### config.mk
export PLATFORM = sky130hd
export DESIGN_NAME = vfc_apb_regs
export DESIGN_NICKNAME = d
export VERILOG_FILES = /design/src/rtl/vfc_pkg.sv /design/src/rtl/vfc_apb_regs.sv
export SDC_FILE = /design/constraint.sdc
export NUM_CORES = 1
export LEC_CHECK = 0
export ABC_CLOCK_PERIOD_IN_PS = 1160
export BUFFER_PORTS_ARGS = -buffer_cell sky130_fd_sc_hd__buf_4
export CAP_MARGIN = 20
export CORE_ASPECT_RATIO = 0.8
export CORE_MARGIN = 2
export CORE_UTILIZATION = 32
export DETAILED_ROUTE_END_ITERATION = 16
export PLACE_DENSITY = 0.9
export SYNTH_ARGS = -nofsm -noshare
export SYNTH_HDL_FRONTEND = slang
export SYNTH_SLANG_ARGS = --single-unit
### constraint.sdc
create_clock -name i_clk -period 1.16 [get_ports i_clk]
set_input_delay 0.058 -clock i_clk [delete_from_list [all_inputs] [get_ports i_clk]]
set_output_delay 0.058 -clock i_clk [all_outputs]
set_load 0.05 [all_outputs]
### src/rtl/vfc_pkg.sv
// Shared constants, codes and lookup functions of the voxel face culling mesher.
`default_nettype none
package vfc_pkg;

    localparam int COORD_W = 4;
    localparam int TYPE_W  = 8;
    localparam int POS_W   = 5;
    localparam int FACE_W  = 3;
    localparam int CNT_W   = 17;

    localparam logic [1:0] CMD_WRITE    = 2'd0;
    localparam logic [1:0] CMD_NEW_MESH = 2'd1;
    localparam logic [1:0] CMD_MESH     = 2'd2;

    localparam logic [FACE_W-1:0] FACE_TOP    = 3'd0;
    localparam logic [FACE_W-1:0] FACE_BOTTOM = 3'd1;
    localparam logic [FACE_W-1:0] FACE_LEFT   = 3'd2;
    localparam logic [FACE_W-1:0] FACE_RIGHT  = 3'd3;
    localparam logic [FACE_W-1:0] FACE_FRONT  = 3'd4;
    localparam logic [FACE_W-1:0] FACE_BACK   = 3'd5;

    localparam logic [TYPE_W-1:0] STONE_CODE = 8'd1;
    localparam logic [CNT_W-1:0]  COUNT_MAX  = 17'h1FFFF;
    localparam logic [CNT_W-1:0]  QUAD_VERTS = 17'd4;

    // Register index of air_code on the configuration port.
    localparam logic REG_AIR_CODE = 1'b0;

    // Corner offsets {dx, dy, dz} of a face; corner 0 sits in the low bits.
    function automatic logic [2:0] corner_ofs(input logic [FACE_W-1:0] face,
                                              input logic [1:0] corner);
        logic [11:0] word;
        case (face)
            FACE_TOP:    word = 12'b011_111_110_010;
            FACE_BOTTOM: word = 12'b001_101_100_000;
            FACE_LEFT:   word = 12'b001_011_010_000;
            FACE_RIGHT:  word = 12'b101_111_110_100;
            FACE_FRONT:  word = 12'b010_110_100_000;
            FACE_BACK:   word = 12'b011_111_101_001;
            default:     word = 12'b000_000_000_000;
        endcase
        return word[{corner, 1'b0} + {2'b00, corner} +: 3];
    endfunction

    // Texture corners run (0,0), (1,0), (1,1), (0,1); result is {u, v}.
    function automatic logic [1:0] tex_uv(input logic [1:0] corner);
        return {corner[1] ^ corner[0], corner[1]};
    endfunction

endpackage
`default_nettype wire

### src/rtl/vfc_apb_regs.sv
// APB-style configuration register holding the air block code.
`default_nettype none
module vfc_apb_regs (
    input  wire logic                       i_clk,
    input  wire logic                       i_rst_n,
    input  wire logic                       psel,
    input  wire logic                       penable,
    input  wire logic                       pwrite,
    input  wire logic [2:0]                 paddr,
    input  wire logic [31:0]                pwdata,
    output logic      [31:0]                prdata,
    output logic                            pready,
    output logic      [vfc_pkg::TYPE_W-1:0] o_air_code
);
    import vfc_pkg::*;

    logic [TYPE_W-1:0] r_air_code;
    logic              w_wr;

    assign pready = 1'b1;
    assign w_wr   = psel && penable && pwrite && pready;

    always_ff @(posedge i_clk) begin
        if (!i_rst_n) begin
            r_air_code <= '0;
        end else if (w_wr && paddr[2] == REG_AIR_CODE) begin
            r_air_code <= pwdata[TYPE_W-1:0];
        end
    end

    assign prdata     = (paddr[2] == REG_AIR_CODE) ? {24'd0, r_air_code} : 32'd0;
    assign o_air_code = r_air_code;

endmodule
`default_nettype wire

==> summary.txt <==
Pwr
  • Clk network pwr share: 25.6%
  • Pint: 453 uW
  • Logic gate share of total power: 37.6%
  • Sw frac: 41.7%
  • Cell Pwr Density: 1040 nW/um2
  • Register share of total power: 36.7%
  • Leak pwr: 0.411 nW
  • NetSw: 324 uW
  • Max VDD drop: 0.000346 V

Yosys
  • Ys Warns: 0
  • Mapped Cells: 71
  • Synth Area in Compound Gates: 0%
  • Share of the synthesized area in the top cell type: 31.4%
  • Synth Area per Inst: 8.41 um2
  • Register area share after synthesis: 26.8%
  • Cell taking the most area after synthesis: buf_4
  • Simple-gate share of the synthesized area: 23.5%
  • Mux share of post-synthesis cell area: 13.4%
  • Largest family of logic cells by synthesized area: buffers and inverters
  • Synth area leaders: buf_4 (31%), dfxtp_1 (27%), mux2i_1 (13%)
  • Yosys cell types: 10
  • Synth Area in Adders: 0%
  • XOR/XNOR share of the synthesized area: 0%
  • Yosys reg bits: 8
  • Synth Cell Area: 597 um2

STA
  • Fmax: 0.995 GHz
  • Final Max Slew Viols: 0
  • Setup TNS: 0 ps
  • RSZ-0062 raised after global routing: no
  • Worst Skew: 0 ps
  • Tcrit/Tclk final: 86.6%
  • Final Setup Violations: 0
  • Hold Fails Final Rpt: 0
  • Fin Hold WS: 70.1 ps
  • Post-route setup slack: 155 ps
  • Min cycle time layout: 1000 ps

Clocking
  • Total CTS buffers: 3
  • Number of setup buffers added after CTS: 0
  • Clock slew seen by the registers of the worst setup and hold paths: 50 ps
  • Insertion delay to the later sink of the worst-skew pair: 240 ps
  • Total clock sinks: 8
  • CTS tree: built
  • PostCTS Resize Cnt: 0
  • H-Tree Depth: 1
  • Clk buf depth: 2
  • CTS Hold Buffers Added: 0
  • Clock Tree Root: clkbuf_4

Final layout
  • Fraction of layout cells with a size suffix above 1: 41.4%
  • Number of flip-flops in the largest register: 8
  • Nets: 141
  • Layout Utilization: 44.3%
  • Fill count: 181
  • Most frequent cells in the layout: buf_4 (30), conb_1 (25), nand2_1 (16)
  • Commonest non-fill, non-tap cell in the layout: buf_4
  • Area Growth Syn to Fin: 25.6%
  • Diode count: 0

Die
  • Chip Width: 52.3 um
  • Core ar.: 1690 um2
  • Die area: 2230 um2
  • Die H: 42.6 um
  • Effective utilization at floorplan: 35.3%
  • Io pins: 81
  • Row Count: 13

Outcome
  • Status: finished clean

Run
  • Maxcap violations: 0

Placed design
  • Pre-CTS setup slack: 238 ps
  • Placer Congestion: 0.698
  • IO Port Bufs: 29
  • Detailed placer's ending HPWL: 946 um

Routing
  • DRT antenna net count: 0
  • DRT iter0 DRCs: 5
  • Routed wire length: 1.11 mm
  • Vias/cell: 3.75
  • DR pass1 iterations: 3
  • Avg WL per Cell: 9.18 um
  • Vias after detailed routing: 454
  • DR DRC count: 0

Worst setup path
  • Startpoint Class: flop
  • Worst EP arrival: 950 ps
  • Crit path cell chain: and2b_2, buf_4
  • CP max stage cell: dfxtp_1
  • Largest stage delay on the critical path: 320 ps
  • CP Capture Type: primary output
  • CP required: 1100 ps
  • CP Max Fanout: 3
  • Crit path kind: flop to primary output

GRT
  • All-layer global routing usage: 10.3%
  • Largest net degree at the start of global routing: 17
  • GRT Residual Overflow: 0
  • First-pass GRT wire length: 1.63 mm
  • Antenna violations before repair: 0
  • Vias in the first global route: 374

Min path
  • Hold Path Class: input port to flop
cell usage after synthesis:
library cell / instances
and4b_1: 1
mux2i_1: 8
buf_4: 25
dfxtp_1: 8
buf_2: 1
clkbuf_2: 1
and2b_2: 8
nand2_1: 16
conb_1: 2
buf_6: 1
power groups by stage:
stage	clock network (mW)	registers, mW	logic, mW
after floorplan	0	0.312	0.286
after global placement	0	0.291	0.290
after detailed placement	0	0.291	0.292
after CTS	0.212	0.286	0.293
after global routing	0.224	0.286	0.305
final	0.199	0.286	0.293
critical path: cells and delay by family, from the launching register on:
kind	cells	cell delay [ps]
flip-flops	1	320
buffers and inverters	1	180
AND/OR/NAND/NOR	1	190
path summary, 6_finish.rpt:
path / from / slack [ps] / cells past startpoint / endpoint
max: o_air_code[3]$_SDFFE_PN0P_ / 160 / 2 / prdata[3]
min: pwdata[3] / 70 / 3 / o_air_code[3]$_SDFFE_PN0P_
max reg2reg: o_air_code[2]$_SDFFE_PN0P_ / 560 / 2 / o_air_code[2]$_SDFFE_PN0P_
min reg2reg: o_air_code[4]$_SDFFE_PN0P_ / 470 / 2 / o_air_code[4]$_SDFFE_PN0P_
metal layers:
metal  track usage [%]  wire, um
met1              9.25       371
met2              18.8       618
met3              6.43       121
met4              3.08         0
met5                 0         0
layout make-up:
type	count	area, um2	area share [%]
multi-input cells	58	314	41.9
flip-flops and latches	8	160	21.4
clock buffers	3	22.5	3.01
well taps	22	27.5	3.67
repair buffers	30	225	30.1
cell families after synthesis:
family | Yosys count
buffers and inverters | 28
and+or+nand+nor | 25
muxes | 8
DFF | 8
other | 2
metrics by stage:
step	power, mW	cell area, um2	std cells
6_report	0.778	749	121
5_1_grt	0.815	749	121
4_1_cts	0.791	749	121
3_5_place_dp	0.584	727	118
3_3_place_gp	0.581	727	118
2_1_floorplan	0.597	683	94
(Power assumes the default switching activity.)
