### src/rtl/vfc_pkg.sv
// Shared constants, codes and lookup functions of the voxel face culling mesher.
`default_nettype none
package vfc_pkg;

    localparam int COORD_W = 4;
    localparam int TYPE_W  = 8;
    localparam int POS_W   = 5;
    localparam int FACE_W  = 3;
    localparam int CNT_W   = 17;

    localparam logic [1:0] CMD_WRITE    = 2'd0;
    localparam logic [1:0] CMD_NEW_MESH = 2'd1;
    localparam logic [1:0] CMD_MESH     = 2'd2;

    localparam logic [FACE_W-1:0] FACE_TOP    = 3'd0;
    localparam logic [FACE_W-1:0] FACE_BOTTOM = 3'd1;
    localparam logic [FACE_W-1:0] FACE_LEFT   = 3'd2;
    localparam logic [FACE_W-1:0] FACE_RIGHT  = 3'd3;
    localparam logic [FACE_W-1:0] FACE_FRONT  = 3'd4;
    localparam logic [FACE_W-1:0] FACE_BACK   = 3'd5;

    localparam logic [TYPE_W-1:0] STONE_CODE = 8'd1;
    localparam logic [CNT_W-1:0]  COUNT_MAX  = 17'h1FFFF;
    localparam logic [CNT_W-1:0]  QUAD_VERTS = 17'd4;

    // Register index of air_code on the configuration port.
    localparam logic REG_AIR_CODE = 1'b0;

    // Corner offsets {dx, dy, dz} of a face; corner 0 sits in the low bits.
    function automatic logic [2:0] corner_ofs(input logic [FACE_W-1:0] face,
                                              input logic [1:0] corner);
        logic [11:0] word;
        case (face)
            FACE_TOP:    word = 12'b011_111_110_010;
            FACE_BOTTOM: word = 12'b001_101_100_000;
            FACE_LEFT:   word = 12'b001_011_010_000;
            FACE_RIGHT:  word = 12'b101_111_110_100;
            FACE_FRONT:  word = 12'b010_110_100_000;
            FACE_BACK:   word = 12'b011_111_101_001;
            default:     word = 12'b000_000_000_000;
        endcase
        return word[{corner, 1'b0} + {2'b00, corner} +: 3];
    endfunction

    // Texture corners run (0,0), (1,0), (1,1), (0,1); result is {u, v}.
    function automatic logic [1:0] tex_uv(input logic [1:0] corner);
        return {corner[1] ^ corner[0], corner[1]};
    endfunction

endpackage
`default_nettype wire

### src/rtl/vfc_if.sv
// Valid/ready channel interfaces for command beats and vertex beats.
`default_nettype none
interface vfc_cmd_if;
    import vfc_pkg::*;
    logic                valid;
    logic                ready;
    logic [1:0]          cmd;
    logic [COORD_W-1:0]  cell_x;
    logic [COORD_W-1:0]  cell_y;
    logic [COORD_W-1:0]  cell_z;
    logic [TYPE_W-1:0]   block_type;

    modport source (output valid, cmd, cell_x, cell_y, cell_z, block_type, input ready);
    modport sink   (input valid, cmd, cell_x, cell_y, cell_z, block_type, output ready);
endinterface

interface vfc_vtx_if;
    import vfc_pkg::*;
    logic                      valid;
    logic                      ready;
    logic [FACE_W-1:0]         face_id;
    logic [POS_W-1:0]          vertex_x;
    logic [POS_W-1:0]          vertex_y;
    logic signed [POS_W-1:0]   vertex_z;
    logic                      tex_u;
    logic                      tex_v;
    logic [CNT_W-1:0]          base_index;
    logic                      last;

    modport source (output valid, face_id, vertex_x, vertex_y, vertex_z, tex_u, tex_v,
                    base_index, last, input ready);
    modport sink   (input valid, face_id, vertex_x, vertex_y, vertex_z, tex_u, tex_v,
                    base_index, last, output ready);
endinterface
`default_nettype wire

### src/rtl/vfc_seq.sv
// Command sequencer: grid writes, neighbor reads, face culling and vertex output register.
`default_nettype none
module vfc_seq #(
    parameter int SIZE_X = 16,
    parameter int SIZE_Y = 16,
    parameter int SIZE_Z = 16,
    localparam int AW = $clog2(SIZE_X * SIZE_Y * SIZE_Z)
) (
    input  wire logic                       i_clk,
    input  wire logic                       i_rst_n,
    input  wire logic [vfc_pkg::TYPE_W-1:0] i_air_code,
    input  wire logic                       i_clr_busy,
    output logic                            o_grid_we,
    output logic                            o_grid_re,
    output logic      [AW-1:0]              o_grid_addr,
    output logic      [vfc_pkg::TYPE_W-1:0] o_grid_wdata,
    input  wire logic [vfc_pkg::TYPE_W-1:0] i_grid_rdata,
    vfc_cmd_if.sink                         i_cmd,
    vfc_vtx_if.source                       o_vtx
);
    import vfc_pkg::*;

    localparam logic [1:0] S_IDLE = 2'd0;
    localparam logic [1:0] S_READ = 2'd1;
    localparam logic [1:0] S_EMIT = 2'd2;

    localparam logic [AW-1:0] STEP_Y = AW'(SIZE_Z);
    localparam logic [AW-1:0] STEP_X = AW'(SIZE_Y * SIZE_Z);

    logic [1:0]          r_state;
    logic [2:0]          r_idx;
    logic [AW-1:0]       r_base;
    logic [COORD_W-1:0]  r_x, r_y, r_z;
    logic [5:0]          r_nb_in;
    logic [5:0]          r_mask, n_mask;
    logic                r_center_solid;
    logic [FACE_W-1:0]   r_face;
    logic [1:0]          r_corner;
    logic [CNT_W-1:0]    r_count;

    logic                r_out_valid;
    logic [FACE_W-1:0]   r_o_face;
    logic [POS_W-1:0]    r_o_x, r_o_y;
    logic [POS_W-1:0]    r_o_z;
    logic [1:0]          r_o_uv;
    logic [CNT_W-1:0]    r_o_base;
    logic                r_o_last;

    logic                w_accept;
    logic                w_in_grid;
    logic [AW-1:0]       w_center;
    logic [AW-1:0]       w_rd_addr;
    logic                w_rd_en;
    logic [FACE_W-1:0]   w_cap_face;
    logic                w_slot_free;
    logic                w_emit;
    logic                w_last;
    logic [2:0]          w_ofs;

    assign i_cmd.ready = (r_state == S_IDLE) && !i_clr_busy;
    assign w_accept    = i_cmd.valid && i_cmd.ready;

    assign w_in_grid = (int'(i_cmd.cell_x) < SIZE_X) && (int'(i_cmd.cell_y) < SIZE_Y)
                       && (int'(i_cmd.cell_z) < SIZE_Z);
    assign w_center  = (AW'(i_cmd.cell_x) * AW'(SIZE_Y) + AW'(i_cmd.cell_y)) * AW'(SIZE_Z)
                       + AW'(i_cmd.cell_z);

    // Read slot 0 is the cell itself, slots 1 to 6 are its neighbors in face order.
    always_comb begin
        case (r_idx)
            3'd0:    w_rd_addr = r_base;
            3'd1:    w_rd_addr = r_base + STEP_Y;
            3'd2:    w_rd_addr = r_base - STEP_Y;
            3'd3:    w_rd_addr = r_base - STEP_X;
            3'd4:    w_rd_addr = r_base + STEP_X;
            3'd5:    w_rd_addr = r_base - AW'(1);
            3'd6:    w_rd_addr = r_base + AW'(1);
            default: w_rd_addr = r_base;
        endcase
    end

    assign w_rd_en = (r_state == S_READ)
                     && ((r_idx == 3'd0) || (r_idx != 3'd7 && r_nb_in[r_idx - 3'd1]));

    assign o_grid_we    = w_accept && (i_cmd.cmd == CMD_WRITE) && w_in_grid;
    assign o_grid_re    = w_rd_en;
    assign o_grid_addr  = (r_state == S_IDLE) ? w_center : w_rd_addr;
    assign o_grid_wdata = i_cmd.block_type;

    // Data read in the previous cycle decides the face two slots behind the index.
    assign w_cap_face = r_idx - 3'd2;
    always_comb begin
        n_mask = r_mask;
        if (r_state == S_READ && r_idx >= 3'd2) begin
            n_mask[w_cap_face] = !r_nb_in[w_cap_face] || (i_grid_rdata == i_air_code);
        end
    end

    assign w_slot_free = !r_out_valid || o_vtx.ready;
    assign w_emit      = (r_state == S_EMIT) && r_mask[r_face] && w_slot_free;
    assign w_last      = (r_corner == 2'd3) && ((r_mask >> (r_face + 3'd1)) == 6'd0);
    assign w_ofs       = corner_ofs(r_face, r_corner);

    always_ff @(posedge i_clk) begin
        if (!i_rst_n) begin
            r_state     <= S_IDLE;
            r_count     <= '0;
            r_out_valid <= 1'b0;
        end else begin
            if (w_emit) begin
                r_out_valid <= 1'b1;
            end else if (o_vtx.ready) begin
                r_out_valid <= 1'b0;
            end
            case (r_state)
                S_IDLE: begin
                    if (w_accept) begin
                        if (i_cmd.cmd == CMD_NEW_MESH) begin
                            r_count <= '0;
                        end else if (i_cmd.cmd == CMD_MESH && w_in_grid) begin
                            r_state <= S_READ;
                        end
                    end
                end
                S_READ: begin
                    if (r_idx == 3'd7) begin
                        r_state <= (r_center_solid && n_mask != 6'd0) ? S_EMIT : S_IDLE;
                    end
                end
                S_EMIT: begin
                    if (w_emit && r_corner == 2'd3) begin
                        r_count <= (r_count > COUNT_MAX - QUAD_VERTS) ? COUNT_MAX
                                                                     : r_count + QUAD_VERTS;
                        if (w_last) begin
                            r_state <= S_IDLE;
                        end
                    end
                end
                default: r_state <= S_IDLE;
            endcase
        end
    end

    // Item context and culling sequence; reset and loaded from the command beat in every idle cycle.
    always_ff @(posedge i_clk) begin
        if (r_state == S_IDLE) begin
            r_idx    <= '0;
            r_mask   <= '0;
            r_face   <= FACE_TOP;
            r_corner <= '0;
            r_base   <= w_center;
            r_x      <= i_cmd.cell_x;
            r_y      <= i_cmd.cell_y;
            r_z      <= i_cmd.cell_z;
            r_nb_in  <= {int'(i_cmd.cell_z) + 1 < SIZE_Z,
                         i_cmd.cell_z != '0,
                         int'(i_cmd.cell_x) + 1 < SIZE_X,
                         i_cmd.cell_x != '0,
                         i_cmd.cell_y != '0,
                         int'(i_cmd.cell_y) + 1 < SIZE_Y};
        end else if (r_state == S_READ) begin
            r_idx  <= r_idx + 3'd1;
            r_mask <= n_mask;
            if (r_idx == 3'd1) begin
                r_center_solid <= (i_grid_rdata != i_air_code);
            end
        end else if (r_state == S_EMIT) begin
            if (!r_mask[r_face]) begin
                r_face <= r_face + 3'd1;
            end else if (w_emit) begin
                r_corner <= r_corner + 2'd1;
                if (r_corner == 2'd3) begin
                    r_face <= r_face + 3'd1;
                end
            end
        end
    end

    always_ff @(posedge i_clk) begin
        if (w_emit) begin
            r_o_face <= r_face;
            r_o_x    <= {1'b0, r_x} + {4'd0, w_ofs[2]};
            r_o_y    <= {1'b0, r_y} + {4'd0, w_ofs[1]};
            r_o_z    <= 5'd0 - ({1'b0, r_z} + {4'd0, w_ofs[0]});
            r_o_uv   <= tex_uv(r_corner);
            r_o_base <= r_count;
            r_o_last <= w_last;
        end
    end

    assign o_vtx.valid      = r_out_valid;
    assign o_vtx.face_id    = r_o_face;
    assign o_vtx.vertex_x   = r_o_x;
    assign o_vtx.vertex_y   = r_o_y;
    assign o_vtx.vertex_z   = r_o_z;
    assign o_vtx.tex_u      = r_o_uv[1];
    assign o_vtx.tex_v      = r_o_uv[0];
    assign o_vtx.base_index = r_o_base;
    assign o_vtx.last       = r_o_last;

endmodule
`default_nettype wire
### src/flat_wrapper.sv
// flat-port wrapper written by rule: the top's interface ports become plain ports
module vfc_seq_flat import vfc_pkg::*;
#(
    parameter int SIZE_X = 16,
    parameter int SIZE_Y = 16,
    parameter int SIZE_Z = 16,
    localparam int AW = $clog2(SIZE_X * SIZE_Y * SIZE_Z)
)
  (i_clk, i_rst_n, i_air_code, i_clr_busy, o_grid_we, o_grid_re, o_grid_addr, o_grid_wdata, i_grid_rdata, i_cmd_valid, i_cmd_cmd, i_cmd_cell_x, i_cmd_cell_y, i_cmd_cell_z, i_cmd_block_type, i_cmd_ready, o_vtx_valid, o_vtx_face_id, o_vtx_vertex_x, o_vtx_vertex_y, o_vtx_vertex_z, o_vtx_tex_u, o_vtx_tex_v, o_vtx_base_index, o_vtx_last, o_vtx_ready);
  vfc_cmd_if i_cmd_i ();
  vfc_vtx_if o_vtx_i ();
  input  wire logic i_clk;
  input  wire logic i_rst_n;
  input  wire logic [vfc_pkg::TYPE_W-1:0] i_air_code;
  input  wire logic i_clr_busy;
  output logic o_grid_we;
  output logic o_grid_re;
  output logic      [AW-1:0] o_grid_addr;
  output logic      [vfc_pkg::TYPE_W-1:0] o_grid_wdata;
  input  wire logic [vfc_pkg::TYPE_W-1:0] i_grid_rdata;
  input wire logic [$bits(i_cmd_i.valid)-1:0] i_cmd_valid;
  input wire logic [$bits(i_cmd_i.cmd)-1:0] i_cmd_cmd;
  input wire logic [$bits(i_cmd_i.cell_x)-1:0] i_cmd_cell_x;
  input wire logic [$bits(i_cmd_i.cell_y)-1:0] i_cmd_cell_y;
  input wire logic [$bits(i_cmd_i.cell_z)-1:0] i_cmd_cell_z;
  input wire logic [$bits(i_cmd_i.block_type)-1:0] i_cmd_block_type;
  output wire logic [$bits(i_cmd_i.ready)-1:0] i_cmd_ready;
  output wire logic [$bits(o_vtx_i.valid)-1:0] o_vtx_valid;
  output wire logic [$bits(o_vtx_i.face_id)-1:0] o_vtx_face_id;
  output wire logic [$bits(o_vtx_i.vertex_x)-1:0] o_vtx_vertex_x;
  output wire logic [$bits(o_vtx_i.vertex_y)-1:0] o_vtx_vertex_y;
  output wire logic [$bits(o_vtx_i.vertex_z)-1:0] o_vtx_vertex_z;
  output wire logic [$bits(o_vtx_i.tex_u)-1:0] o_vtx_tex_u;
  output wire logic [$bits(o_vtx_i.tex_v)-1:0] o_vtx_tex_v;
  output wire logic [$bits(o_vtx_i.base_index)-1:0] o_vtx_base_index;
  output wire logic [$bits(o_vtx_i.last)-1:0] o_vtx_last;
  input wire logic [$bits(o_vtx_i.ready)-1:0] o_vtx_ready;
  assign i_cmd_i.valid = i_cmd_valid;
  assign i_cmd_i.cmd = i_cmd_cmd;
  assign i_cmd_i.cell_x = i_cmd_cell_x;
  assign i_cmd_i.cell_y = i_cmd_cell_y;
  assign i_cmd_i.cell_z = i_cmd_cell_z;
  assign i_cmd_i.block_type = i_cmd_block_type;
  assign i_cmd_ready = i_cmd_i.ready;
  assign o_vtx_valid = o_vtx_i.valid;
  assign o_vtx_face_id = o_vtx_i.face_id;
  assign o_vtx_vertex_x = o_vtx_i.vertex_x;
  assign o_vtx_vertex_y = o_vtx_i.vertex_y;
  assign o_vtx_vertex_z = o_vtx_i.vertex_z;
  assign o_vtx_tex_u = o_vtx_i.tex_u;
  assign o_vtx_tex_v = o_vtx_i.tex_v;
  assign o_vtx_base_index = o_vtx_i.base_index;
  assign o_vtx_last = o_vtx_i.last;
  assign o_vtx_i.ready = o_vtx_ready;
  vfc_seq #(.SIZE_X(SIZE_X), .SIZE_Y(SIZE_Y), .SIZE_Z(SIZE_Z)) u_core (.i_clk(i_clk), .i_rst_n(i_rst_n), .i_air_code(i_air_code), .i_clr_busy(i_clr_busy), .o_grid_we(o_grid_we), .o_grid_re(o_grid_re), .o_grid_addr(o_grid_addr), .o_grid_wdata(o_grid_wdata), .i_grid_rdata(i_grid_rdata), .i_cmd(i_cmd_i), .o_vtx(o_vtx_i));
endmodule
### config.mk
export PLATFORM = sky130hd
export DESIGN_NAME = vfc_seq_flat
export DESIGN_NICKNAME = d
export VERILOG_FILES = /design/src/rtl/vfc_pkg.sv /design/src/rtl/vfc_if.sv /design/src/rtl/vfc_seq.sv /design/src/flat_wrapper.sv
export SDC_FILE = /design/constraint.sdc
export NUM_CORES = 1
export LEC_CHECK = 0
export ABC_AREA = 0
export BUFFER_PORTS_ARGS = -buffer_cell sky130_fd_sc_hd__buf_4
export CAP_MARGIN = 30
export CORE_MARGIN = 4
export CORE_UTILIZATION = 30
export DETAILED_ROUTE_END_ITERATION = 16
export PLACE_DENSITY = 0.56
export SLEW_MARGIN = 10
export SYNTH_ARGS = -nofsm -noshare
export SYNTH_HDL_FRONTEND = slang
export SYNTH_SLANG_ARGS = --single-unit
### constraint.sdc
create_clock -name i_clk -period 3.8 [get_ports i_clk]
set_clock_uncertainty 0.15 [all_clocks]
set_input_delay 0.38 -clock i_clk [delete_from_list [all_inputs] [get_ports i_clk]]
set_output_delay 0.38 -clock i_clk [all_outputs]
set_load 0.1 [all_outputs]
==> results.rst <==
.. list-table::
   :header-rows: 1

   * - Metric
     - Value
   * - Pin count of the biggest net entering global routing
     - 24
   * - Number of slew-limit violations in the final report
     - 0
   * - Seq cells post-synth
     - 89
   * - Path type of the worst min-delay path
     - in2reg
   * - Area of the die
     - 0.0227 mm2
   * - Layout cells sized above 1
     - 21.9%
   * - Gate Count Post-Synth
     - 645
   * - Final core occ
     - 37.5%
   * - Via count of the first global-routing pass
     - 4,759
   * - Startpoint of the most critical register-to-register path
     - u_core.r_face[0]
   * - Worst Hold Depth
     - 1
   * - Peak fanout along the critical path
     - 8
   * - Share of flip-flops with an asynchronous set or reset after synthesis
     - 0%
   * - FF-to-FF setup slack
     - 0.41 ns
   * - Main synth FF type
     - edfxtp_1
   * - Filler cells
     - 1,968
   * - Global-route wire length before repair
     - 24,500 um
   * - Cells taking the most area after synthesis
     - edfxtp_1 28%, dfxtp_1 11%, ha_1 10%
   * - Global routing usage summed across all routing layers
     - 13.4%
   * - Time the final worst path needs with I/O delays and setup
     - 3.65 ns
   * - Slew Limit Headroom
     - 56.6%
   * - Drt first pass iters
     - 4
   * - Count of hold-fix buffers inserted at cts
     - 0
   * - Syn_area_per_cell
     - 9.45 um2
   * - Ordered cell list for the critical path
     - inv_1, ha_1, nor2b_4, buf_4, fa_1, a21o_1, a21o_1, a2111oi_2, a41o_1, nand2_1, a41oi_2, buf_8
   * - Nets
     - 822
   * - Cts bufs inserted
     - 9
   * - GPL Wtd Cong
     - 0.870
   * - Count of cells along the worst register-to-register path
     - 12
   * - Nets in the synthesized netlist
     - 742
   * - Worst endpoint data arrival time
     - 3.12 ns
   * - HP Start
     - i_cmd_cell_x[3]
   * - Top cells by count, synth
     - 56 x edfxtp_1, 53 x nor2_1, 51 x a21oi_1, 51 x ha_1, 51 x nand2_1
   * - Effective utilization at floorplan
     - 30.9%
   * - Category of the critical setup timing path
     - reg2out
   * - Final critical-path share of the clock period
     - 96.1%
   * - Crit. End Element
     - primary output
   * - Buffers added on ports
     - 88
   * - First-iteration detailed-routing DRC count
     - 264
   * - Post-CTS clock slew at the launch and capture registers of the worst setup and hold paths
     - 0.07 ns
   * - Wire length reported by the detailed router
     - 15,200 um
   * - TritonCTS clock tree
     - yes
   * - Critical register-to-register path endpoint
     - u_core.o_vtx.vertex_z[3]
   * - Worst slew pin tran
     - 0.651 ns
   * - DRC violation count after routing
     - 0
   * - Die X
     - 151 um
   * - Count of max-cap constraint violations
     - 0
   * - Power per unit of standard cell area
     - 306 mW/mm2
   * - Total global routing overflow
     - 0
   * - Max H-tree Level
     - 3
   * - Residual antenna-violating net count after detailed routing
     - 0
   * - Cell Area, Synth
     - 0.00609 mm2
   * - Portion of the post-synthesis area used by sequential elements
     - 38.4%
   * - Leakage component of the power
     - 0.00281 uW
   * - I/O pin total
     - 105
   * - Vias
     - 4,965
   * - Total placed instance area
     - 0.00706 mm2
   * - Synthesis-to-layout area growth
     - 21.2%
   * - Cell at the slowest stage of the critical path
     - fa_1
   * - Library cell used as clock root buffer
     - clkbuf_16
   * - Setup violation total in the final timing report
     - 0
   * - Critical Path Max Stage Delay
     - 0.39 ns
   * - CP required
     - 3.27 ns
   * - Crit path launch type
     - flop
   * - Critical Path Most Common Cell
     - a21o_1
   * - Sink Count
     - 89
   * - Cell variety after synth
     - 78
   * - Finished layout cell area
     - 0.00739 mm2
   * - Site row count
     - 51
   * - Endpoint with the worst hold slack
     - u_core.r_x[3]
   * - Detailed-route wire length per cell
     - 15.3 um
   * - Total core area
     - 0.0197 mm2
   * - Number of flops mapped to enable cells by yosys
     - 56
   * - Area fraction of the dominant cell type after synthesis
     - 27.6%
   * - F_max
     - 0.274 GHz
   * - Count of antenna diodes in the layout
     - 0
   * - Number of hold-slack violations in the final timing report
     - 0
   * - Worst setup path start
     - u_core.r_idx[2]
   * - Status
     - finished, final reports clean
   * - Maximum count of clock buffers along a single path
     - 2
   * - Final setup TNS
     - 0 ns
   * - Final-layout worst hold slack
     - 0.0800 ns
   * - Total power
     - 2260 uW
   * - Leading cell type by number of instances after synthesis
     - edfxtp_1
   * - Later-pin clock latency in the skew report
     - 0.35 ns
   * - Half-perimeter wire length of the detailed placement result
     - 11,500 um
   * - Antenna violations before repair
     - 0
   * - Vias per std cell
     - 4.99
   * - Highest ir drop seen on vdd
     - 0.191 mV
   * - Cell type with the largest total area after synthesis
     - edfxtp_1
   * - Number of warnings issued by yosys
     - 0
   * - Y dimension of the die
     - 151 um
## routing by layer
layer / vias to the layer above / wire length, um / part of all wire [%] / track usage (%)
met5: - / 0 / 0 / 0
met4: 0 / 188 / 1.2 / 3.75
met3: 12 / 438 / 2.9 / 2.02
met2: 72 / 7450 / 49 / 22.2
met1: 2333 / 7150 / 47 / 18.3
li1: 2548 / - / - / -
## registers in the layout (all words and copies together), names as in the netlist, 4 cells and up
| signal | count |
|---|---|
| u_core.o_vtx.base_index | 16 |
| u_core.o_vtx.vertex_x | 5 |
| u_core.o_vtx.vertex_y | 5 |
| u_core.o_vtx.vertex_z | 5 |
| u_core.r_count | 16 |
| u_core.r_mask | 6 |
| u_core.r_nb_in | 6 |
| u_core.r_x | 4 |
## stage by stage
step | instances | worst slack, ns
floorplan | 645 | -0.112
global placement | 978 | 0.370
detailed placement | 978 | 0.256
CTS | 994 | 0.00959
global route | 995 | -0.0172
finish | 995 | 0.149
## area by class of cell
| class | instances | area, um2 | share of cell area, % |
|---|---|---|---|
| clock buffer | 9 | 225 | 3.05 |
| clock inverter | 7 | 61.3 | 0.830 |
| inverter | 35 | 131 | 1.78 |
| multi-input combinational | 482 | 3460 | 46.8 |
| sequential | 89 | 2340 | 31.7 |
| tap | 265 | 332 | 4.49 |
| timing repair buffer | 108 | 838 | 11.3 |
## cells in the final DEF, fill, tap and decap left out, types with 6 or more instances in the layout
cell type / netlist / final
nand3_1: 27 / 27
o31ai_1: 7 / 7
mux2i_1: 8 / 8
clkbuf_16: 0 / 9
ha_1: 51 / 50
nand4_1: 9 / 9
nor2b_1: 9 / 8
dfxtp_1: 33 / 32
nor3_1: 15 / 14
a211oi_1: 10 / 10
edfxtp_1: 56 / 56
inv_1: 33 / 33
nor2_1: 53 / 53
xor2_1: 18 / 18
buf_4: 11 / 105
o21a_1: 8 / 8
a21o_1: 6 / 6
o21ai_0: 33 / 30
a21oi_1: 51 / 49
o21ai_1: 3 / 6
xnor2_1: 12 / 12
o22ai_1: 6 / 6
and3_1: 9 / 9
nand2_1: 51 / 50
## repair_timing
| action | in CTS | in global routing |
|---|---|---|
| buffers inserted | 0 | 1 |
| setup endpoints to repair | 2 | 7 |
| pin swaps | 0 | 1 |
| hold endpoints to repair | 0 | 0 |
| gates resized for setup | 2 | 11 |
## how the worst max path moves through the flow
| stage | slack, ns | endpoint | depth (start not counted) |
|---|---|---|---|
| after CTS | 0.01 | o_grid_addr[11] | 13 |
| final | 0.15 | o_grid_addr[10] | 12 |
| after global placement | 0.37 | o_grid_addr[11] | 12 |
| after floorplan | -0.11 | o_grid_addr[10] | 12 |
| after global routing | -0.02 | o_grid_addr[10] | 12 |
| after detailed placement | 0.26 | o_grid_addr[11] | 13 |
## power breakdown
group | switching, uW | internal (uW)
logic | 207 | 118
clock network | 413 | 459
registers | 25.3 | 1040
## worst max-delay path: cells and delay by family (launching register included)
kind / cells / cell delay [ns]
compound gates: 5 / 1.14
flops: 1 / 0.34
fa+ha+maj: 2 / 0.60
buf+inv: 3 / 0.47
simple gates: 2 / 0.22
## kinds of logic (layout without fill, tap and decap cells)
| group | after synthesis | in the layout | share of synthesized area, % |
|---|---|---|---|
| xor+xnor | 30 | 30 | 4.31 |
| simple gates | 205 | 205 | 17.0 |
| fa+ha+maj | 54 | 54 | 11.5 |
| mux | 16 | 16 | 3.53 |
| compound gates | 177 | 177 | 19.5 |
| buf+inv | 74 | 159 | 5.73 |
| flops | 89 | 89 | 38.4 |
(Power assumes the default switching activity.)
